--- src/sv/bf2_pkg.sv ---
// Shared types and constants for the 2x2 box filter stream.
// No dependencies; used by bf2_ctrl, bf2_emit and the top level.
package bf2_pkg;

  localparam int PIX_W       = 8;
  localparam int COORD_W     = 11;
  localparam int CFG_W       = 12;
  localparam int MAX_WIDTH_DEF = 2048;

  localparam logic [CFG_W-1:0] RESET_WIDTH  = 12'd640;
  localparam logic [CFG_W-1:0] RESET_HEIGHT = 12'd480;
  localparam logic [CFG_W-1:0] MAX_HEIGHT   = 12'd2048;
  localparam logic [PIX_W+1:0] ROUND_BIAS   = 10'd2;

  // result slots of one input word, in emission order
  localparam int RES_FILT = 0;
  localparam int RES_PASS = 1;
  localparam int RES_LAST = 2;
  localparam int RES_N    = 3;

  typedef enum logic [0:0] {
    REG_IMAGE_WIDTH  = 1'b0,
    REG_IMAGE_HEIGHT = 1'b1
  } cfg_reg_t;

  typedef struct packed {
    logic [COORD_W-1:0] row;
    logic [COORD_W-1:0] col;
    logic [RES_N-1:0]   mask;
  } item_t;

endpackage

--- src/sv/bf2_ctrl.sv ---
// Geometry registers, raster position counters and result-slot flags.
// Depends on bf2_pkg.
module bf2_ctrl #(
  parameter int MaxWidth = bf2_pkg::MAX_WIDTH_DEF
) (
  input  logic                               clk,
  input  logic                               rst_n,
  input  logic                               cfg_we,
  input  logic [0:0]                         cfg_index,
  input  logic [bf2_pkg::CFG_W-1:0]          cfg_wdata,
  input  logic                               in_fire,
  output logic [$clog2(MaxWidth)-1:0]        ram_addr,
  output bf2_pkg::item_t                     item
);

  localparam int CW   = $clog2(MaxWidth);
  localparam int CMPW = (CW + 1 > bf2_pkg::CFG_W) ? CW + 1 : bf2_pkg::CFG_W;
  localparam int RW   = bf2_pkg::COORD_W;

  logic [bf2_pkg::CFG_W-1:0] width_r, height_r;
  logic [CW-1:0]             col_r, col_nxt;
  logic [RW-1:0]             row_r, row_nxt;

  logic [CMPW-1:0]           w_ext;
  logic [CMPW-1:0]           w_max;
  logic [CMPW-1:0]           wlast_ext;
  logic [CW-1:0]             wlast;
  logic [bf2_pkg::CFG_W-1:0] hlast_ext;
  logic [RW-1:0]             hlast;
  logic [CW+RW-1:0]          col_wide;

  assign w_ext = CMPW'(width_r);
  assign w_max = CMPW'(MaxWidth);

  always_comb begin
    priority if (w_ext == '0) begin
      wlast_ext = '0;
    end else if (w_ext > w_max) begin
      wlast_ext = w_max - CMPW'(1);
    end else begin
      wlast_ext = w_ext - CMPW'(1);
    end
    priority if (height_r == '0) begin
      hlast_ext = '0;
    end else if (height_r > bf2_pkg::MAX_HEIGHT) begin
      hlast_ext = bf2_pkg::MAX_HEIGHT - 12'd1;
    end else begin
      hlast_ext = height_r - 12'd1;
    end
  end

  assign wlast = wlast_ext[CW-1:0];
  assign hlast = hlast_ext[RW-1:0];

  always_comb begin
    col_nxt = col_r;
    row_nxt = row_r;
    if (cfg_we) begin
      col_nxt = '0;
      row_nxt = '0;
    end else if (in_fire) begin
      if (col_r == wlast) begin
        col_nxt = '0;
        row_nxt = (row_r == hlast) ? '0 : row_r + RW'(1);
      end else begin
        col_nxt = col_r + CW'(1);
      end
    end
  end

  always_ff @(posedge clk) begin
    if (!rst_n) begin
      width_r  <= bf2_pkg::RESET_WIDTH;
      height_r <= bf2_pkg::RESET_HEIGHT;
      col_r    <= '0;
      row_r    <= '0;
    end else begin
      col_r <= col_nxt;
      row_r <= row_nxt;
      if (cfg_we) begin
        unique case (bf2_pkg::cfg_reg_t'(cfg_index))
          bf2_pkg::REG_IMAGE_WIDTH:  width_r  <= cfg_wdata;
          bf2_pkg::REG_IMAGE_HEIGHT: height_r <= cfg_wdata;
          default: ;
        endcase
      end
    end
  end

  assign col_wide = {{RW{1'b0}}, col_r};
  assign ram_addr = col_r;

  always_comb begin
    item.row = row_r;
    item.col = col_wide[RW-1:0];
    item.mask[bf2_pkg::RES_FILT] = (row_r != '0) && (col_r != '0);
    item.mask[bf2_pkg::RES_PASS] = (row_r != '0) && (col_r == wlast);
    item.mask[bf2_pkg::RES_LAST] = (row_r == hlast);
  end

endmodule

--- config.mk ---
export PLATFORM = sky130hd
export DESIGN_NAME = bf2_ctrl
export DESIGN_NICKNAME = d
export VERILOG_FILES = /design/src/sv/bf2_pkg.sv /design/src/sv/bf2_ctrl.sv
export SDC_FILE = /design/constraint.sdc
export NUM_CORES = 1
export LEC_CHECK = 0
export BUFFER_PORTS_ARGS = -buffer_cell sky130_fd_sc_hd__buf_4
export CORE_MARGIN = 2
export CORE_UTILIZATION = 50
export CTS_CLUSTER_SIZE = 10
export DETAILED_ROUTE_END_ITERATION = 7
export GPL_ROUTABILITY_DRIVEN = 1
export GPL_TIMING_DRIVEN = 0
export PLACE_DENSITY_LB_ADDON = 0.12
export SYNTH_ARGS = -nofsm -noshare
export SYNTH_HDL_FRONTEND = slang
export SYNTH_SLANG_ARGS = --single-unit
export TNS_END_PERCENT = 10
--- constraint.sdc ---
create_clock -name clk -period 3.7 [get_ports clk]
set_input_delay 0.185 -clock clk [delete_from_list [all_inputs] [get_ports clk]]
set_output_delay 0.185 -clock clk [all_outputs]
set_load 0.05 [all_outputs]
==> results.md, run 1 <==
* Status: finished clean
* # IOs at 53
* Mapped Cells at 493
* CTS Sinks at 46
* Core area at 6870 sq um
* Congestion Overflow GR at 0
* Clock Tree Buf Depth at 2
* # nets final at 580
* Area grow syn2layout at 20.1%
* Routed WL at 9920 um
* Share of layout cells above drive strength 1 at 0.201
* Final hold violations at 0
* Site row count at 30
* Reg-to-Reg End: ram_addr[9]
* RSZ-0062 raised after global routing: yes
* Placer congestion estimate at 0.914
* WHS Endpoint: w_ext[7]
* HPWL Detailed at 7400 um
* DRC viols at 0
* Ys async rst share at 0
* Initial core utilization at 0.520
* Internal power at 750 uW
* Worst min path class: in2reg
* Net Count, Synth at 516
* Port bufs at 51
* Cells on worst reg2reg path at 15
* Routed via count at 3895
* Initial antenna violation count at 0
* DP Cell Count at 640
* Worst hold stages at 3
* ANT cells at 0
* Pwr/cell area at 257 nW/um^2
* H-tree depth at 2
* Drt pass-1 iters at 7
* Synth Flop Type: dfxtp_1
* Synth warn at 0
* Post-synth top area share at 0.258
* Crit path from: w_ext[4]
* Number of buffers created by CTS at 5
* VDD IR max at 0.165 mV
* CTS tree: done
* Yosys reg bits at 46
* Final Util at 0.625
* Die H at 88.5 um
* Worst-Skew Late Latency at 0.32 ns
* Top cells by area, synth: dfxtp_1, nand2_1, nand3_1
* CP endpoint kind: output pin
* Post-route ant nets at 0
* Max-cap violations at 0
* DR vias/cell at 5.96
* Mapped cell area at 3570 sq um
* Period utilization at 0.960
* CP startpoint kind: flip-flop
* Syn_area_per_cell at 7.25 sq um
* Tmin final at 3.55 ns
* Slew Viols, Final at 0
* Max transition margin at 0.600
* R2r setup slk at 0.17 ns
* Clock skew at 0.0160 ns
* Clock Root Buffer: clkbuf_8
* Global Route Usage Sum at 0.262
* Largest net degree at the start of global routing at 15
* Die W at 88.5 um
* Netlist cell types at 69
* Number of enable flip-flop cells after synthesis at 0
* Final setup vio count at 0
* Fmax at 0.282 GHz
* Synth area leader: dfxtp_1
* Sw Pwr at 353 uW
* WL/cell at 15.2 um
* Critical Path RT at 3.51 ns
* Vias in the first global route at 3375
* Area of the multi-input gates at 2380 sq um
* DIE AREA at 7840 sq um
* Sequential share of the synthesized area at 0.258
* HP Start: cfg_wdata[7]
* Clk pwr share at 0.287
* Fillers at 665
* Crit-path max FO at 10
* Reg power frac at 0.478
* Crit Path Class: reg2out
* Non-filler cells, final at 654
* Arr. time, crit path at 3.37 ns
* Worst-Margin Slew at 0.592 ns
* Comb power frac at 0.235
* 1st-iter DRT viols at 375
* First-pass GRT wire length at 16200 um
* Register Area at 921 sq um
* Worst Hold Slack at 0.100 ns
* Leak at 1.61 nW
* Launching point of the worst reg2reg path: w_ext[0]
* Sw frac at 0.320
* CTS clk-pin slew, worst paths at 0.09 ns
==> cell type report <==
class,instances,area share
buffer,51,0.0627
clock buffer,6,0.0169
clock inverter,2,0.00321
inverter,20,0.0175
multi-input combinational,375,0.555
sequential,46,0.215
tap,96,0.0280
timing repair buffer,58,0.102
==> power by group through the flow <==
stage,sequential [mW],clock [mW],combinational [mW]
floorplan,0.535,0,0.174
global placement,0.537,0,0.235
detailed placement,0.538,0,0.237
CTS,0.526,0.320,0.241
global route,0.530,0.344,0.285
finish,0.527,0.317,0.259
==> what timing repair did <==
action | CTS | global route
hold buffers | 0 | 0
setup buffers | 3 | 4
setup endpoints to repair | 13 | 22
gates resized for setup | 2 | 13
pin swaps | 1 | 3
==> cells in the final DEF, fill, tap and decap left out, types with 15 or more instances in the layout <==
| master | count |
|---|---|
| dfxtp_1 | 46 |
| nor2_1 | 30 |
| nor3_1 | 17 |
| inv_1 | 20 |
| a21boi_0 | 19 |
| o21ai_0 | 19 |
| buf_4 | 69 |
| a21oi_1 | 16 |
| nand2_1 | 63 |
| nand3_1 | 39 |
| xnor2_1 | 15 |
| clkbuf_1 | 27 |
==> cell usage after synthesis (all sizes together) (2+ instances only) <==
cell,number
and3,6
nand3,40
o41ai,2
a21boi,19
a31oi,5
nor3,20
buf,24
a311oi,3
nor4,17
o22ai,4
xnor2,15
o21a,5
a32oi,2
nor2b,3
o311ai,4
nor2,30
a21oi,16
or2,3
nand4,13
nand2b,5
a211oi,2
or4b,2
or3b,2
nor4b,2
nor3b,2
nand2,64
o31a,3
clkbuf,28
o31ai,5
o211ai,5
inv,20
or4,13
or3,9
o21ai,20
dfxtp,46
mux2i,2
xor2,6
ha,6
and2,3
==> per-stage QoR <==
stage	power [mW]	TNS, ns	setup WS, ns	cell area (sq um)
5_1_grt	1.16	-0.0188	-0.0188	4290
6_report	1.10	0	0.149	4290
3_3_place_gp	0.772	0	0.00435	4080
3_5_place_dp	0.775	-0.254	-0.0304	4080
2_1_floorplan	0.709	0	0.240	3580
4_1_cts	1.09	0	0.0102	4200
==> cells by family after synthesis <==
group,Yosys count,share of synthesized area
mux,2,0.00560
xor+xnor,21,0.0515
flops,46,0.258
simple gates,236,0.352
fa+ha+maj,6,0.0210
compound gates,110,0.215
buf+inv,72,0.0973
==> layer usage <==
layer  vias up  wire length, um  GRT usage
met5         -                0          0
met4         0              204     0.0758
met3        17              671     0.0438
met2       162             4470      0.414
met1      1790             4580      0.369
li1       1926                -          -
==> worst max-delay path by stage <==
stage / cells past startpoint / end / slack [ns]
6_report: 8 / item[1] / 0.15
5_1_grt: 11 / item[1] / -0.02
4_1_cts: 11 / item[1] / 0.01
3_5_place_dp: 14 / ram_addr[9] / -0.03
3_3_place_gp: 14 / ram_addr[9] / 0.004
2_1_floorplan: 11 / item[1] / 0.24
==> worst max-delay path: stages, from the launching register on <==
cell	delay, ns
dfxtp_1	0.33
buf_6	0.14
or4_4	0.58
o311ai_0	0.54
nand3_1	0.12
or4_1	0.57
or4_1	0.45
nor2_1	0.15
buf_6	0.18
==> registers in the layout, indices dropped and copies added (netlist names) <==
name / flops
ram_addr: 11
row_r: 11
height_r: 12
w_ext: 12
(Power assumes the default switching activity.)
==> run 2: changes to the inputs <==
--- a/config.mk
+++ b/config.mk
@@ -6,8 +6,10 @@
 export NUM_CORES = 1
 export LEC_CHECK = 0
 export BUFFER_PORTS_ARGS = -buffer_cell sky130_fd_sc_hd__buf_4
+export CELL_PAD_IN_SITES_DETAIL_PLACEMENT = 1
+export CELL_PAD_IN_SITES_GLOBAL_PLACEMENT = 1
 export CORE_MARGIN = 2
-export CORE_UTILIZATION = 50
+export CORE_UTILIZATION = 42
 export CTS_CLUSTER_SIZE = 10
 export DETAILED_ROUTE_END_ITERATION = 7
 export GPL_ROUTABILITY_DRIVEN = 1
==> run 2 against run 1 <==
Net effect:
- register-to-register slack barely moved
- global-route usage fell by 0.85 points
- non-clock buffer count fell by 4
- core utilization fell by 9.9 points
- clock power rose by 24%
- critical path type unchanged
- via count fell by 0.23%
- total power rose by 7.3%
==> results.md, run 2 (synthesis gave the netlist of run 1 again) <==
* CP max stage delay at 0.56 ns (-0.02 ns)
* DIE AREA at 9260 sq um (+18%)
* Worst-Skew Late Latency at 0.30 ns (-0.02 ns)
* CTS Sinks at 46 (unchanged)
* Clock Tree Buf Depth at 2 (unchanged)
* Drt pass-1 iters at 4 (-3)
* Design area at 4320 sq um (+0.67%)
* Max transition margin at 0.534 (-0.0659)
* Largest net degree at the start of global routing at 15 (unchanged)
* Non-filler cells, final at 659 (+0.76%)
* Congestion Overflow GR at 0 (unchanged)
* DRC viols at 0 (unchanged)
* CTS clk-pin slew, worst paths at 0.10 ns (about the same)
* Tmin final at 3.58 ns (+0.0338 ns)
* 1st-iter DRT viols at 218 (-42%)
* Max-cap violations at 0 (unchanged)
* Final setup vio count at 0 (unchanged)
* ANT cells at 0 (unchanged)
* # IOs at 53 (unchanged)
* Routed via count at 3886 (-0.23%)
* H-tree depth at 2 (unchanged)
* Worst-path cell chain: buf_6 > or4_4 > buf_2 > o21ai_0 > a21oi_1 > nor4_4 > o22ai_1 > or4_4 > nor2_2 > buf_6
* Die W at 96.2 um (+8.7%)
* Share of layout cells above drive strength 1 at 0.200 (-0.000356)
* Routed WL at 11300 um (+14%)
* Period utilization at 0.969 (+0.00913)
* Crit Path Class: reg2out
* Vias in the first global route at 3857 (+14%)
* CP endpoint kind: output pin
* Instance count on the critical path at 10 (+2)
* DP Cell Count at 649 (+1.4%)
* DP Area at 4090 sq um (+0.28%)
* # nets final at 576 (-0.69%)
* Worst setup margin at 0.116 ns (-0.0338 ns)
* HPWL Detailed at 8730 um (+18%)
* Die H at 96.2 um (+8.7%)
* Pwr/cell area at 274 nW/um^2 (+6.6%)
* Slew Viols, Final at 0 (unchanged)
* Worst Hold Slack at 0.109 ns (+0.00895 ns)
* Placer congestion estimate at 0.855 (-6.5%)
* Leak at 1.59 nW (-0.71%)
* Crit-path max FO at 10 (unchanged)
* RSZ-0062 raised after global routing: yes
* Most frequent cells in the layout: buf_4, nand2_1, dfxtp_1
* Worst hold stages at 3 (unchanged)
* Status: finished clean
* Port bufs at 51 (unchanged)
* Slowest cell on crit path: or4_4
* Fmax at 0.279 GHz (-0.94%)
* First-pass GRT wire length at 18600 um (+14%)
* DR vias/cell at 5.90 (-0.99%)
* Final hold violations at 0 (unchanged)
* Global Route Usage Sum at 0.254 (-0.00853)
* Area grow syn2layout at 20.9%
* VDD IR max at 0.153 mV (-7.2%)
* Worst Path Buf+Inv at 3 (+1)
* Initial core utilization at 0.435 (-0.0853)
* CP startpoint kind: flip-flop
* Final setup TNS at 0 ns (unchanged)
* Core area at 8220 sq um (+20%)
* # hold bufs at CTS at 0 (unchanged)
* Fillers at 1074 (+62%)
* Worst min path class: in2reg
* CTS tree: done
* Cells on worst reg2reg path at 15 (unchanged)
* WL/cell at 17.2 um (+13%)
* Number of buffers created by CTS at 5 (unchanged)
* Arr. time, crit path at 3.40 ns (+0.03 ns)
* Worst-Margin Slew at 0.692 ns (+0.100 ns)
* Critical path's top delay family: simple AND/OR/NAND/NOR gates
* Most common cell after layout, fill and taps aside: buf_4
* Critical Path RT at 3.51 ns (about the same)
* Initial antenna violation count at 0 (unchanged)
* Dpl ws at -0.140 ns (-0.110 ns)
* Site row count at 33 (+10%)
* Post-route ant nets at 0 (unchanged)
* Clock Root Buffer: clkbuf_8
* Clock skew at 0.00772 ns (-0.00828 ns)
[run 2: layout make-up]
type	count	area, sq um	area share
clock buffer	6	72.6	0.0168
clock inverter	2	37.5	0.00869
inverter	20	75.1	0.0174
buffer	51	269	0.0622
sequential	46	921	0.213
multi-input combinational	375	2410	0.557
tap	105	131	0.0304
timing repair buffer	54	409	0.0947
[run 2: final timing paths]
kind	start	slack [ns]	end
setup / recovery	w_ext[0]	0.12	item[1]
setup reg to reg	w_ext[0]	0.18	ram_addr[6]
hold / removal	cfg_wdata[7]	0.11	height_r[7]
hold reg to reg	height_r[1]	0.52	height_r[1]
[run 2: worst min-delay path: cells and delay by family]
family | cells | cell delay, ns
buf+inv | 1 | 0.09
simple gates | 2 | 0.10
[run 2: per-stage QoR]
step / utilization / power [mW]
2_1_floorplan: - / 0.709
3_3_place_gp: 0.498 / 0.774
3_5_place_dp: 0.498 / 0.783
4_1_cts: 0.517 / 1.17
5_1_grt: 0.526 / 1.24
6_report: 0.526 / 1.18
[run 2: routing by layer]
metal	GRT usage	up-vias	share of wire
met5	0	-	0
met4	0.0345	0	0.0049
met3	0.0313	4	0.033
met2	0.451	81	0.50
met1	0.334	1892	0.47
li1	-	1909	-
[run 2: power by group]
part | leakage [nW] | switching (mW) | internal, mW
clock | 0.0514 | 0.191 | 0.202
combinational | 1.17 | 0.158 | 0.105
sequential | 0.374 | 0.0194 | 0.509
[run 2: what timing repair did]
action / in CTS / in global routing
resized for setup: 4 / 14
buffers inserted: 2 / 1
endpoints found under the setup margin: 22 / 21
pin swaps: 1 / 1
