## config.mk

```make
export PLATFORM = sky130hd
export DESIGN_NAME = bf2_emit
export DESIGN_NICKNAME = d
export VERILOG_FILES = /design/src/sv/bf2_pkg.sv /design/src/sv/bf2_emit.sv
export SDC_FILE = /design/constraint.sdc
export NUM_CORES = 1
export LEC_CHECK = 0
export BUFFER_PORTS_ARGS = -buffer_cell sky130_fd_sc_hd__buf_2
export CAP_MARGIN = 20
export CORE_MARGIN = 2
export CORE_UTILIZATION = 45
export DETAILED_ROUTE_END_ITERATION = 8
export GPL_TIMING_DRIVEN = 0
export PLACE_DENSITY = 0.65
export SLEW_MARGIN = 20
export SYNTH_ARGS = -nofsm -noshare
export SYNTH_HDL_FRONTEND = slang
export SYNTH_SLANG_ARGS = --single-unit
```

## constraint.sdc

```tcl
create_clock -name clk -period 5.3 [get_ports clk]
set_clock_uncertainty 0.2 [all_clocks]
set_input_delay 0.53 -clock clk [delete_from_list [all_inputs] [get_ports clk]]
set_output_delay 0.53 -clock clk [all_outputs]
set_load 0.02 [all_outputs]
```

## src/sv/bf2_pkg.sv

```systemverilog
// Shared types and constants for the 2x2 box filter stream.
// No dependencies; used by bf2_ctrl, bf2_emit and the top level.
package bf2_pkg;

  localparam int PIX_W       = 8;
  localparam int COORD_W     = 11;
  localparam int CFG_W       = 12;
  localparam int MAX_WIDTH_DEF = 2048;

  localparam logic [CFG_W-1:0] RESET_WIDTH  = 12'd640;
  localparam logic [CFG_W-1:0] RESET_HEIGHT = 12'd480;
  localparam logic [CFG_W-1:0] MAX_HEIGHT   = 12'd2048;
  localparam logic [PIX_W+1:0] ROUND_BIAS   = 10'd2;

  // result slots of one input word, in emission order
  localparam int RES_FILT = 0;
  localparam int RES_PASS = 1;
  localparam int RES_LAST = 2;
  localparam int RES_N    = 3;

  typedef enum logic [0:0] {
    REG_IMAGE_WIDTH  = 1'b0,
    REG_IMAGE_HEIGHT = 1'b1
  } cfg_reg_t;

  typedef struct packed {
    logic [COORD_W-1:0] row;
    logic [COORD_W-1:0] col;
    logic [RES_N-1:0]   mask;
  } item_t;

endpackage

```

## src/sv/bf2_emit.sv

```systemverilog
// Working register, left-neighbor registers, 2x2 mean and result sequencing
// into the output register. Depends on bf2_pkg.
module bf2_emit (
  input  logic                          clk,
  input  logic                          rst_n,
  input  logic                          in_fire,
  input  bf2_pkg::item_t                item_in,
  input  logic [bf2_pkg::PIX_W-1:0]     pix_in,
  input  logic [bf2_pkg::PIX_W-1:0]     above,
  output logic                          in_ready,
  output logic                          out_valid,
  input  logic                          out_ready,
  output logic [bf2_pkg::PIX_W-1:0]     out_pixel,
  output logic [bf2_pkg::COORD_W-1:0]   out_row,
  output logic [bf2_pkg::COORD_W-1:0]   out_col,
  output logic                          out_last
);

  localparam int PW = bf2_pkg::PIX_W;
  localparam int RW = bf2_pkg::COORD_W;
  localparam int NR = bf2_pkg::RES_N;

  logic                a_valid_r;
  bf2_pkg::item_t      a_item_r;
  logic [PW-1:0]       a_pix_r;
  logic [PW-1:0]       left_cur_r, left_abv_r;

  logic                out_valid_r;
  logic [PW-1:0]       out_pixel_r;
  logic [RW-1:0]       out_row_r, out_col_r;
  logic                out_last_r;

  logic [PW+1:0]       sum;
  logic [NR-1:0]       pick;
  logic [PW-1:0]       sel_pix;
  logic [RW-1:0]       sel_row, sel_col;
  logic                one_left;
  logic                slot_free;
  logic                emit;
  logic                a_release;

  assign sum = (PW+2)'(left_abv_r) + (PW+2)'(above) + (PW+2)'(left_cur_r)
             + (PW+2)'(a_pix_r) + bf2_pkg::ROUND_BIAS;

  always_comb begin
    pick    = '0;
    sel_pix = a_pix_r;
    sel_row = a_item_r.row;
    sel_col = a_item_r.col;
    priority if (a_item_r.mask[bf2_pkg::RES_FILT]) begin
      pick[bf2_pkg::RES_FILT] = 1'b1;
      sel_pix = sum[PW+1:2];
      sel_row = a_item_r.row - RW'(1);
      sel_col = a_item_r.col - RW'(1);
    end else if (a_item_r.mask[bf2_pkg::RES_PASS]) begin
      pick[bf2_pkg::RES_PASS] = 1'b1;
      sel_pix = above;
      sel_row = a_item_r.row - RW'(1);
    end else if (a_item_r.mask[bf2_pkg::RES_LAST]) begin
      pick[bf2_pkg::RES_LAST] = 1'b1;
    end else begin
      pick = '0;
    end
  end

  assign one_left  = (a_item_r.mask & (a_item_r.mask - NR'(1))) == '0;
  assign slot_free = !out_valid_r || out_ready;
  assign emit      = a_valid_r && (a_item_r.mask != '0) && slot_free;
  assign a_release = a_valid_r && ((a_item_r.mask == '0) || (emit && one_left));
  assign in_ready  = !a_valid_r || a_release;

  always_ff @(posedge clk) begin
    if (!rst_n) begin
      a_valid_r   <= 1'b0;
      out_valid_r <= 1'b0;
      left_cur_r  <= '0;
      left_abv_r  <= '0;
    end else begin
      if (in_fire) begin
        a_valid_r <= 1'b1;
      end else if (a_release) begin
        a_valid_r <= 1'b0;
      end
      if (a_release) begin
        left_cur_r <= a_pix_r;
        left_abv_r <= above;
      end
      if (emit) begin
        out_valid_r <= 1'b1;
      end else if (out_ready) begin
        out_valid_r <= 1'b0;
      end
    end
  end

  always_ff @(posedge clk) begin
    if (in_fire) begin
      a_item_r <= item_in;
      a_pix_r  <= pix_in;
    end else if (emit) begin
      a_item_r.mask <= a_item_r.mask & ~pick;
    end
    if (emit) begin
      out_pixel_r <= sel_pix;
      out_row_r   <= sel_row;
      out_col_r   <= sel_col;
      out_last_r  <= one_left;
    end
  end

  assign out_valid = out_valid_r;
  assign out_pixel = out_pixel_r;
  assign out_row   = out_row_r;
  assign out_col   = out_col_r;
  assign out_last  = out_last_r;

endmodule
```

==> results of run 1 <==
[kinds of logic after synthesis]
family | count (synthesis) | share of synthesized area, %
adder cells (fa/ha/maj) | 26 | 10.47
XOR/XNOR | 21 | 4.397
buffers and inverters | 65 | 6.341
AO/OA/AOI/OAI | 45 | 7.000
AND/OR/NAND/NOR | 106 | 12.92
multiplexers | 18 | 4.307
flip-flops | 82 | 54.56
[critical path, stage by stage, from the launching register on]
cell      delay, ps
edfxtp_1        430
inv_1           100
fa_1            450
fa_1            520
inv_1            40
ha_1            280
clkbuf_1        190
a21oi_1         170
o21ai_0         160
a2111o_1        400
and3_1          140
[power breakdown]
| group | internal, mW | switching [mW] |
|---|---|---|
| logic | 0.156 | 0.222 |
| registers | 0.756 | 0.0275 |
| clock network | 0.176 | 0.239 |
[placed cells by master (no fill, tap or decap), types with 3 or more instances in the layout]
cell,n
a211oi_1,4
fa_1,15
a21o_1,3
mux2i_1,18
edfxtp_1,64
dfxtp_1,18
clkbuf_1,7
buf_2,77
xnor2_1,9
a21oi_1,15
inv_1,53
o21ai_0,8
nor3_1,5
o211a_1,4
clkbuf_8,9
nor2_1,15
xor2_1,12
nand2_1,52
nor4_1,3
ha_1,11
[routing by layer]
layer | share of wire (%) | GRT usage (%) | vias to the layer above
met4 | 2.7 | 8.535 | 0
li1 | - | - | 1416
met5 | 0 | 0 | -
met2 | 45 | 24.63 | 85
met3 | 6.0 | 3.273 | 16
met1 | 46 | 22.12 | 1252
[per-stage QoR]
step	cell area [sq um]	hold WS, ps	util, %
CTS	4906	127.4	53.86
finish	4906	145.1	53.86
detailed placement	4730	248.8	51.92
global route	4906	120.8	53.86
floorplan	4183	234.7	-
global placement	4702	243.2	51.62
[worst paths after layout]
| check | from | endpoint | cells past startpoint |
|---|---|---|---|
| max | a_pix_r[5] | out_pixel[6] | 10 |
| min | item_in[18] | a_item_r[18] | 1 |
| max reg2reg | a_pix_r[5] | out_pixel[6] | 10 |
| min reg2reg | left_abv_r[7] | left_abv_r[7] | 2 |
[synth_stat cells, drive strengths merged, types with 3 or more instances]
cell type | number | area share [%]
nor3 | 6 | 0.84
o211a | 4 | 0.96
a21o | 3 | 0.54
a211oi | 4 | 0.72
dfxtp | 18 | 8.6
or3 | 3 | 0.57
nor2 | 16 | 1.4
or2 | 3 | 0.45
clkbuf | 7 | 0.66
xor2 | 12 | 2.5
nand2 | 53 | 4.9
fa | 15 | 7.2
buf | 5 | 0.93
ha | 11 | 3.3
inv | 53 | 4.8
a21oi | 15 | 1.8
o21ai | 9 | 1.1
mux2i | 18 | 4.3
nor4 | 4 | 0.96
xnor2 | 9 | 1.9
edfxtp | 64 | 46
[registers in the layout (all words and copies together) (netlist names), 8 cells and up]
register / cells
left_abv_r: 8
out_row: 11
a_item_r: 25
a_pix_r: 8
out_pixel: 8
left_cur_r: 8
out_col: 11
[layout make-up]
class | instances | area [sq um] | share of cell area (%)
timing repair buffer | 77 | 400.4 | 8.161
multi-input combinational | 216 | 1643 | 33.49
tap | 111 | 138.9 | 2.831
clock inverter | 6 | 48.80 | 0.9946
clock buffer | 10 | 127.6 | 2.601
buffer | 12 | 66.31 | 1.352
sequential | 82 | 2282 | 46.52
inverter | 53 | 198.9 | 4.055
==> flow_summary.toml, run 1 <==
[run_status]
status = "finished clean"

[finish]
antenna_cells = 0
layout-drive-gt1-share_pct = 23.25
final_cells = 567
fin_nets = 522
syn2layout_area_growth_pct = 17.29
n_fill_cell = 839

[clock_network]
cts_buffers = 9
root_buffer = "clkbuf_8"
hold_buffers = 0
cts_max_path_buffers = 2
postCtsResizedCells = 0
clk_pin_slew_ps = 90
clk-insertion-delay-late_ps = 350
post_cts_buffers = 0
cts_tree = "built"
clkSinkCount = 82
cts_max_level = 3

[logic_synthesis]
synth_fp_nets = 434
synth_cell_types = 53
synth_ff_type = "edfxtp_1"
synthArstFlopShare_pct = 0
ys_seq_elements = 82
synth-edff-count = 64
synth-seq-area-share_pct = 54.56
synthCells = 363
synth_warnings = 0
syn_area_sq_um = 4183
avgSynthCellArea_sq_um = 11.52

[place]
preCtsSetupSlack_ps = 1746
dpl.cell_count = 551
io_buffers = 76
place_hpwl_mm = 5.976
globalplace.congestion = 0.8076

[floorplan]
rows = 35
io_pins = 78
start_util_pct = 45.92
dieArea_sq_um = 10080
die_width_microns = 100.4
die_h_microns = 100.4
core_sq_um = 9109

[sta]
timing.slew.headroom_pct = 49.19
rsz0062_at_grt = "no"
fmax_mhz = 301.1
setup_tns_ps = 0
finalCriticalPeriod_ps = 3321
fin_ws_ps = 1979
finalCritPeriodShare_pct = 62.66
tightest_slew_ps = 762.2
setup_viol = 0
slew_viol_final = 0
hold_violations = 0

[critical_path]
critPathMaxFanout = 8
endpoint_kind = "flip-flop"
cp.arrival_ps = 3230
reg2reg_setup_slack_ps = 1980
worst-endpoint-required_ps = 5210
cp-start-kind = "flip-flop"
crit_type = "flip-flop to flip-flop"

[drt]
first_pass_iters = 5
routed_wl_mm = 7.781
drcViolationCount = 0
ant_nets = 0
vias = 2769
wl_per_cell_microns = 13.72
detail_route.vias_per_cell = 4.884
drt_iter0_markers = 118

[run]
max_cap_violations = 0

[pwr]
power.total_mw = 1.576
power.density_nw_per_um2 = 321.3
peakVddDrop_v = 0.0001160
p_leak_nw = 2.083

[global_route]
antenna_found_initial = 0
grt_pass1_vias = 2632
grt_overflow = 0
grt_max_degree = 37
grtUsageTotal_pct = 16.24
grt_pass1_wl_mm = 12.48

[worst_hold_path]
min_path_type = "input port to flip-flop"
(Power assumes the default switching activity.)
==> inputs of run 2 (changes only) <==
--- a/config.mk
+++ b/config.mk
@@ -5,13 +5,14 @@
 export SDC_FILE = /design/constraint.sdc
 export NUM_CORES = 1
 export LEC_CHECK = 0
+export ABC_AREA = 1
 export BUFFER_PORTS_ARGS = -buffer_cell sky130_fd_sc_hd__buf_2
 export CAP_MARGIN = 20
 export CORE_MARGIN = 2
 export CORE_UTILIZATION = 45
 export DETAILED_ROUTE_END_ITERATION = 8
 export GPL_TIMING_DRIVEN = 0
-export PLACE_DENSITY = 0.65
+export PLACE_DENSITY = 0.67
 export SLEW_MARGIN = 20
 export SYNTH_ARGS = -nofsm -noshare
 export SYNTH_HDL_FRONTEND = slang
==> constraint.sdc (replaced) <==
create_clock -name clk -period 2.75 [get_ports clk]
set_clock_uncertainty 0.2 [all_clocks]
set_input_delay 0.275 -clock clk [delete_from_list [all_inputs] [get_ports clk]]
set_output_delay 0.275 -clock clk [all_outputs]
set_load 0.02 [all_outputs]
==> run 2 against run 1 <==
Effect of this change: first-iteration DRC count increased by 49%; clock-buffer cell count unchanged; highest routed layer unchanged; the run now ends with setup timing left; cell count increased by 18%; global-route usage increased by 3.0 points.
==> flow_summary.toml, run 2 <==
[run_status]
status = "finished, violations left"
violations = "setup timing"

[finish]
finish.utilization_pct = 59.86
largest_register = "a_item_r"
layout-drive-gt1-share_pct = 26.70
syn2layout_area_growth_pct = 30.21
mostFrequentLayoutCell = "buf_2"
fin_nets = 624
final_cell_mix = "78 x buf_2, 72 x inv_1, 64 x edfxtp_1"
largest_reg_flops = 25
n_fill_cell = 777
antenna_cells = 0

[floorplan]
io_pins = 78
core_sq_um = 9153
start_util_pct = 45.97
dieArea_sq_um = 10140
die_width_microns = 100.7
rows = 35
die_h_microns = 100.7

[sta]
timing.slew.headroom_pct = 47.03
rsz0062_at_grt = "yes"
fmax_mhz = 345.9
fin_ws_ps = -141.1
setup_viol = 6
finalCritPeriodShare_pct = 105.1
hold_violations = 0
tightest_slew_ps = 794.6
finalCriticalPeriod_ps = 2891
setup_tns_ps = -549.9
slew_viol_final = 0

[pwr]
peakVddDrop_v = 0.0003425
p_int_mw = 2.289
swShare_pct = 34.23
power.total_mw = 3.480
p_leak_nw = 2.391
seq_power_share_pct = 43.6
share_comb_of_total_power_pct = 33.3
power.density_nw_per_um2 = 635.2
p_switching_mw = 1.191
power_frac_clock_pct = 23.1

[drt]
wl_per_cell_microns = 13.85
first_pass_iters = 5
detail_route.vias_per_cell = 4.876
drcViolationCount = 0
vias = 3262
drt_iter0_markers = 176
ant_nets = 0
routed_wl_mm = 9.264

[logic_synthesis]
synth.top_cell.area_share_pct = 45.67
synthTopCellsByArea = "edfxtp_1 46%, dfxtp_1 8.6%, inv_1 7.6%, fa_1 7.1%, nand2_1 5.9%"
synth-seq-area-share_pct = 54.24
syn_area_sq_um = 4208
synthArstFlopShare_pct = 0
synth.most_common_cell = "inv_1"
synth-edff-count = 64
synth_ff_type = "edfxtp_1"
avgSynthCellArea_sq_um = 9.901
synth_common_cells = "85 x inv_1, 66 x nand2_1, 64 x edfxtp_1, 35 x nor2_1, 29 x a21oi_1"
synth_fp_nets = 496
yosys.area.top_type = "edfxtp_1"
synth_warnings = 0
synthCells = 425
synth_cell_types = 34
ys_seq_elements = 82

[critical_path]
crit_slowest_cell = "fa_1"
critPathBufInv = 2
worst-endpoint-required_ps = 2660
critPathMaxFanout = 5
cpLargestDelayFamily = "adder cells"
cp.arrival_ps = 2800
cp_common_cell = "nand2_1"
endpoint_kind = "flip-flop"
cp-start-kind = "flip-flop"
crit_type = "flip-flop to flip-flop"
critPathMaxStageDelay_ps = 520
path_cells = "inv_2 > fa_1 > fa_1 > inv_2 > ha_4 > nand2_4 > o21ai_4 > nand2_1 > nand3_1 > nand2_1 > nand3_1 > nand2_1"

[place]
io_buffers = 76
place_hpwl_mm = 6.266
globalplace.congestion = 0.8382

[global_route]
grt_pass1_vias = 3192
grt_pass1_wl_mm = 14.91
antenna_found_initial = 0
grt_max_degree = 38
use_met1_pct = 24.28
grtUsageTotal_pct = 19.24
grt_busiest_layer = "met2"
met3_usage_pct = 4.022
grt.met2_usage_pct = 31.74
grt_overflow = 0

[clock_network]
cts_tree = "built"
clk_pin_slew_ps = 90
root_buffer = "clkbuf_8"
clk-insertion-delay-late_ps = 360
cts_max_path_buffers = 2
cts_max_level = 3
cts_buffers = 9
clkSinkCount = 82

[worst_hold_path]
min_path_type = "input port to flip-flop"

[run]
max_cap_violations = 0
==> run 2: cell types whose count changed in the layout (fill, tap and decap cells not counted), sizes merged, moves of 4 or more <==
| cell | previous run | this run |
|---|---|---|
| nand2 | 53 | 67 |
| a21oi | 15 | 29 |
| mux2i | 18 | 0 |
| a211oi | 4 | 0 |
| o21ai | 9 | 17 |
| nor2 | 16 | 36 |
| buf | 82 | 93 |
| nand3 | 2 | 29 |
| o211a | 4 | 0 |
| inv | 56 | 89 |
| dlygate4sd3 | 0 | 33 |
==> run 2: routing by layer <==
metal	part of all wire [%]	routed length, microns
met2	49	4507
met4	2.8	261
met5	0	0
met3	6.4	596
met1	42	3898
==> run 2: area by class of cell <==
class | instances | area [sq um] | area share [%]
Clock buffer | 10 | 127.6 | 2.329
Sequential cell | 82 | 2282 | 41.65
Clock inverter | 6 | 50.05 | 0.9135
Inverter | 86 | 322.8 | 5.892
Tap cell | 111 | 138.9 | 2.535
Timing Repair Buffer | 117 | 774.5 | 14.14
Multi-Input combinational cell | 244 | 1720 | 31.40
Buffer | 13 | 62.56 | 1.142
==> run 2: metrics by stage <==
step | hold WS [ps] | std cells | setup slack [ps] | cell area, sq um
5_1_grt | 74.27 | 669 | -224.6 | 5479
3_5_place_dp | 253.1 | 612 | -244.8 | 4747
3_3_place_gp | 251.2 | 612 | -210.9 | 4747
6_report | 32.77 | 669 | -141.1 | 5479
2_1_floorplan | 173.9 | 425 | 24.89 | 4228
4_1_cts | 21.70 | 666 | -56.80 | 5396
==> run 2: tightest hold or removal path, stage by stage <==
cell      delay [ps]
buf_2             70
inv_1             30
nand2_1           80
a21boi_0          80
==> run 2: power groups by stage <==
stage | Clock [mW] | Sequential [mW] | Combinational [mW]
2_1_floorplan | 0 | 1.59 | 0.578
3_3_place_gp | 0 | 1.54 | 0.845
3_5_place_dp | 0 | 1.54 | 0.862
4_1_cts | 0.827 | 1.52 | 1.04
5_1_grt | 0.873 | 1.53 | 1.29
6_report | 0.805 | 1.52 | 1.16
==> run 2: cell families (layout without fill, tap and decap cells) <==
kind of cell / count (synthesis) / count (layout) / synth area share [%]
XOR/XNOR: 20 / 20 / 4.163
AND/OR/NAND/NOR: 144 / 144 / 14.84
flip-flops: 82 / 82 / 54.24
adder cells (fa/ha/maj): 26 / 26 / 10.41
buffers and inverters: 99 / 232 / 9.158
AO/OA/AOI/OAI: 54 / 54 / 7.196
==> run 2: repair_timing <==
item,CTS,global route
hold buffers,33,0
setup endpoints to repair,7,7
pin swaps,15,4
buffers inserted,5,3
resized for setup,30,15
endpoints found under the hold margin,33,0
==> run 2: path summary, 6_finish.rpt <==
| path | start | end | slack [ps] | cells past startpoint |
|---|---|---|---|---|
| worst min register to register | left_cur_r[3] | left_cur_r[3] | 290 | 2 |
| worst max register to register | a_pix_r[2] | out_pixel[3] | -140 | 12 |
| worst max-delay path | a_pix_r[2] | out_pixel[3] | -140 | 12 |
| worst min-delay path | out_ready | out_valid | 30 | 4 |
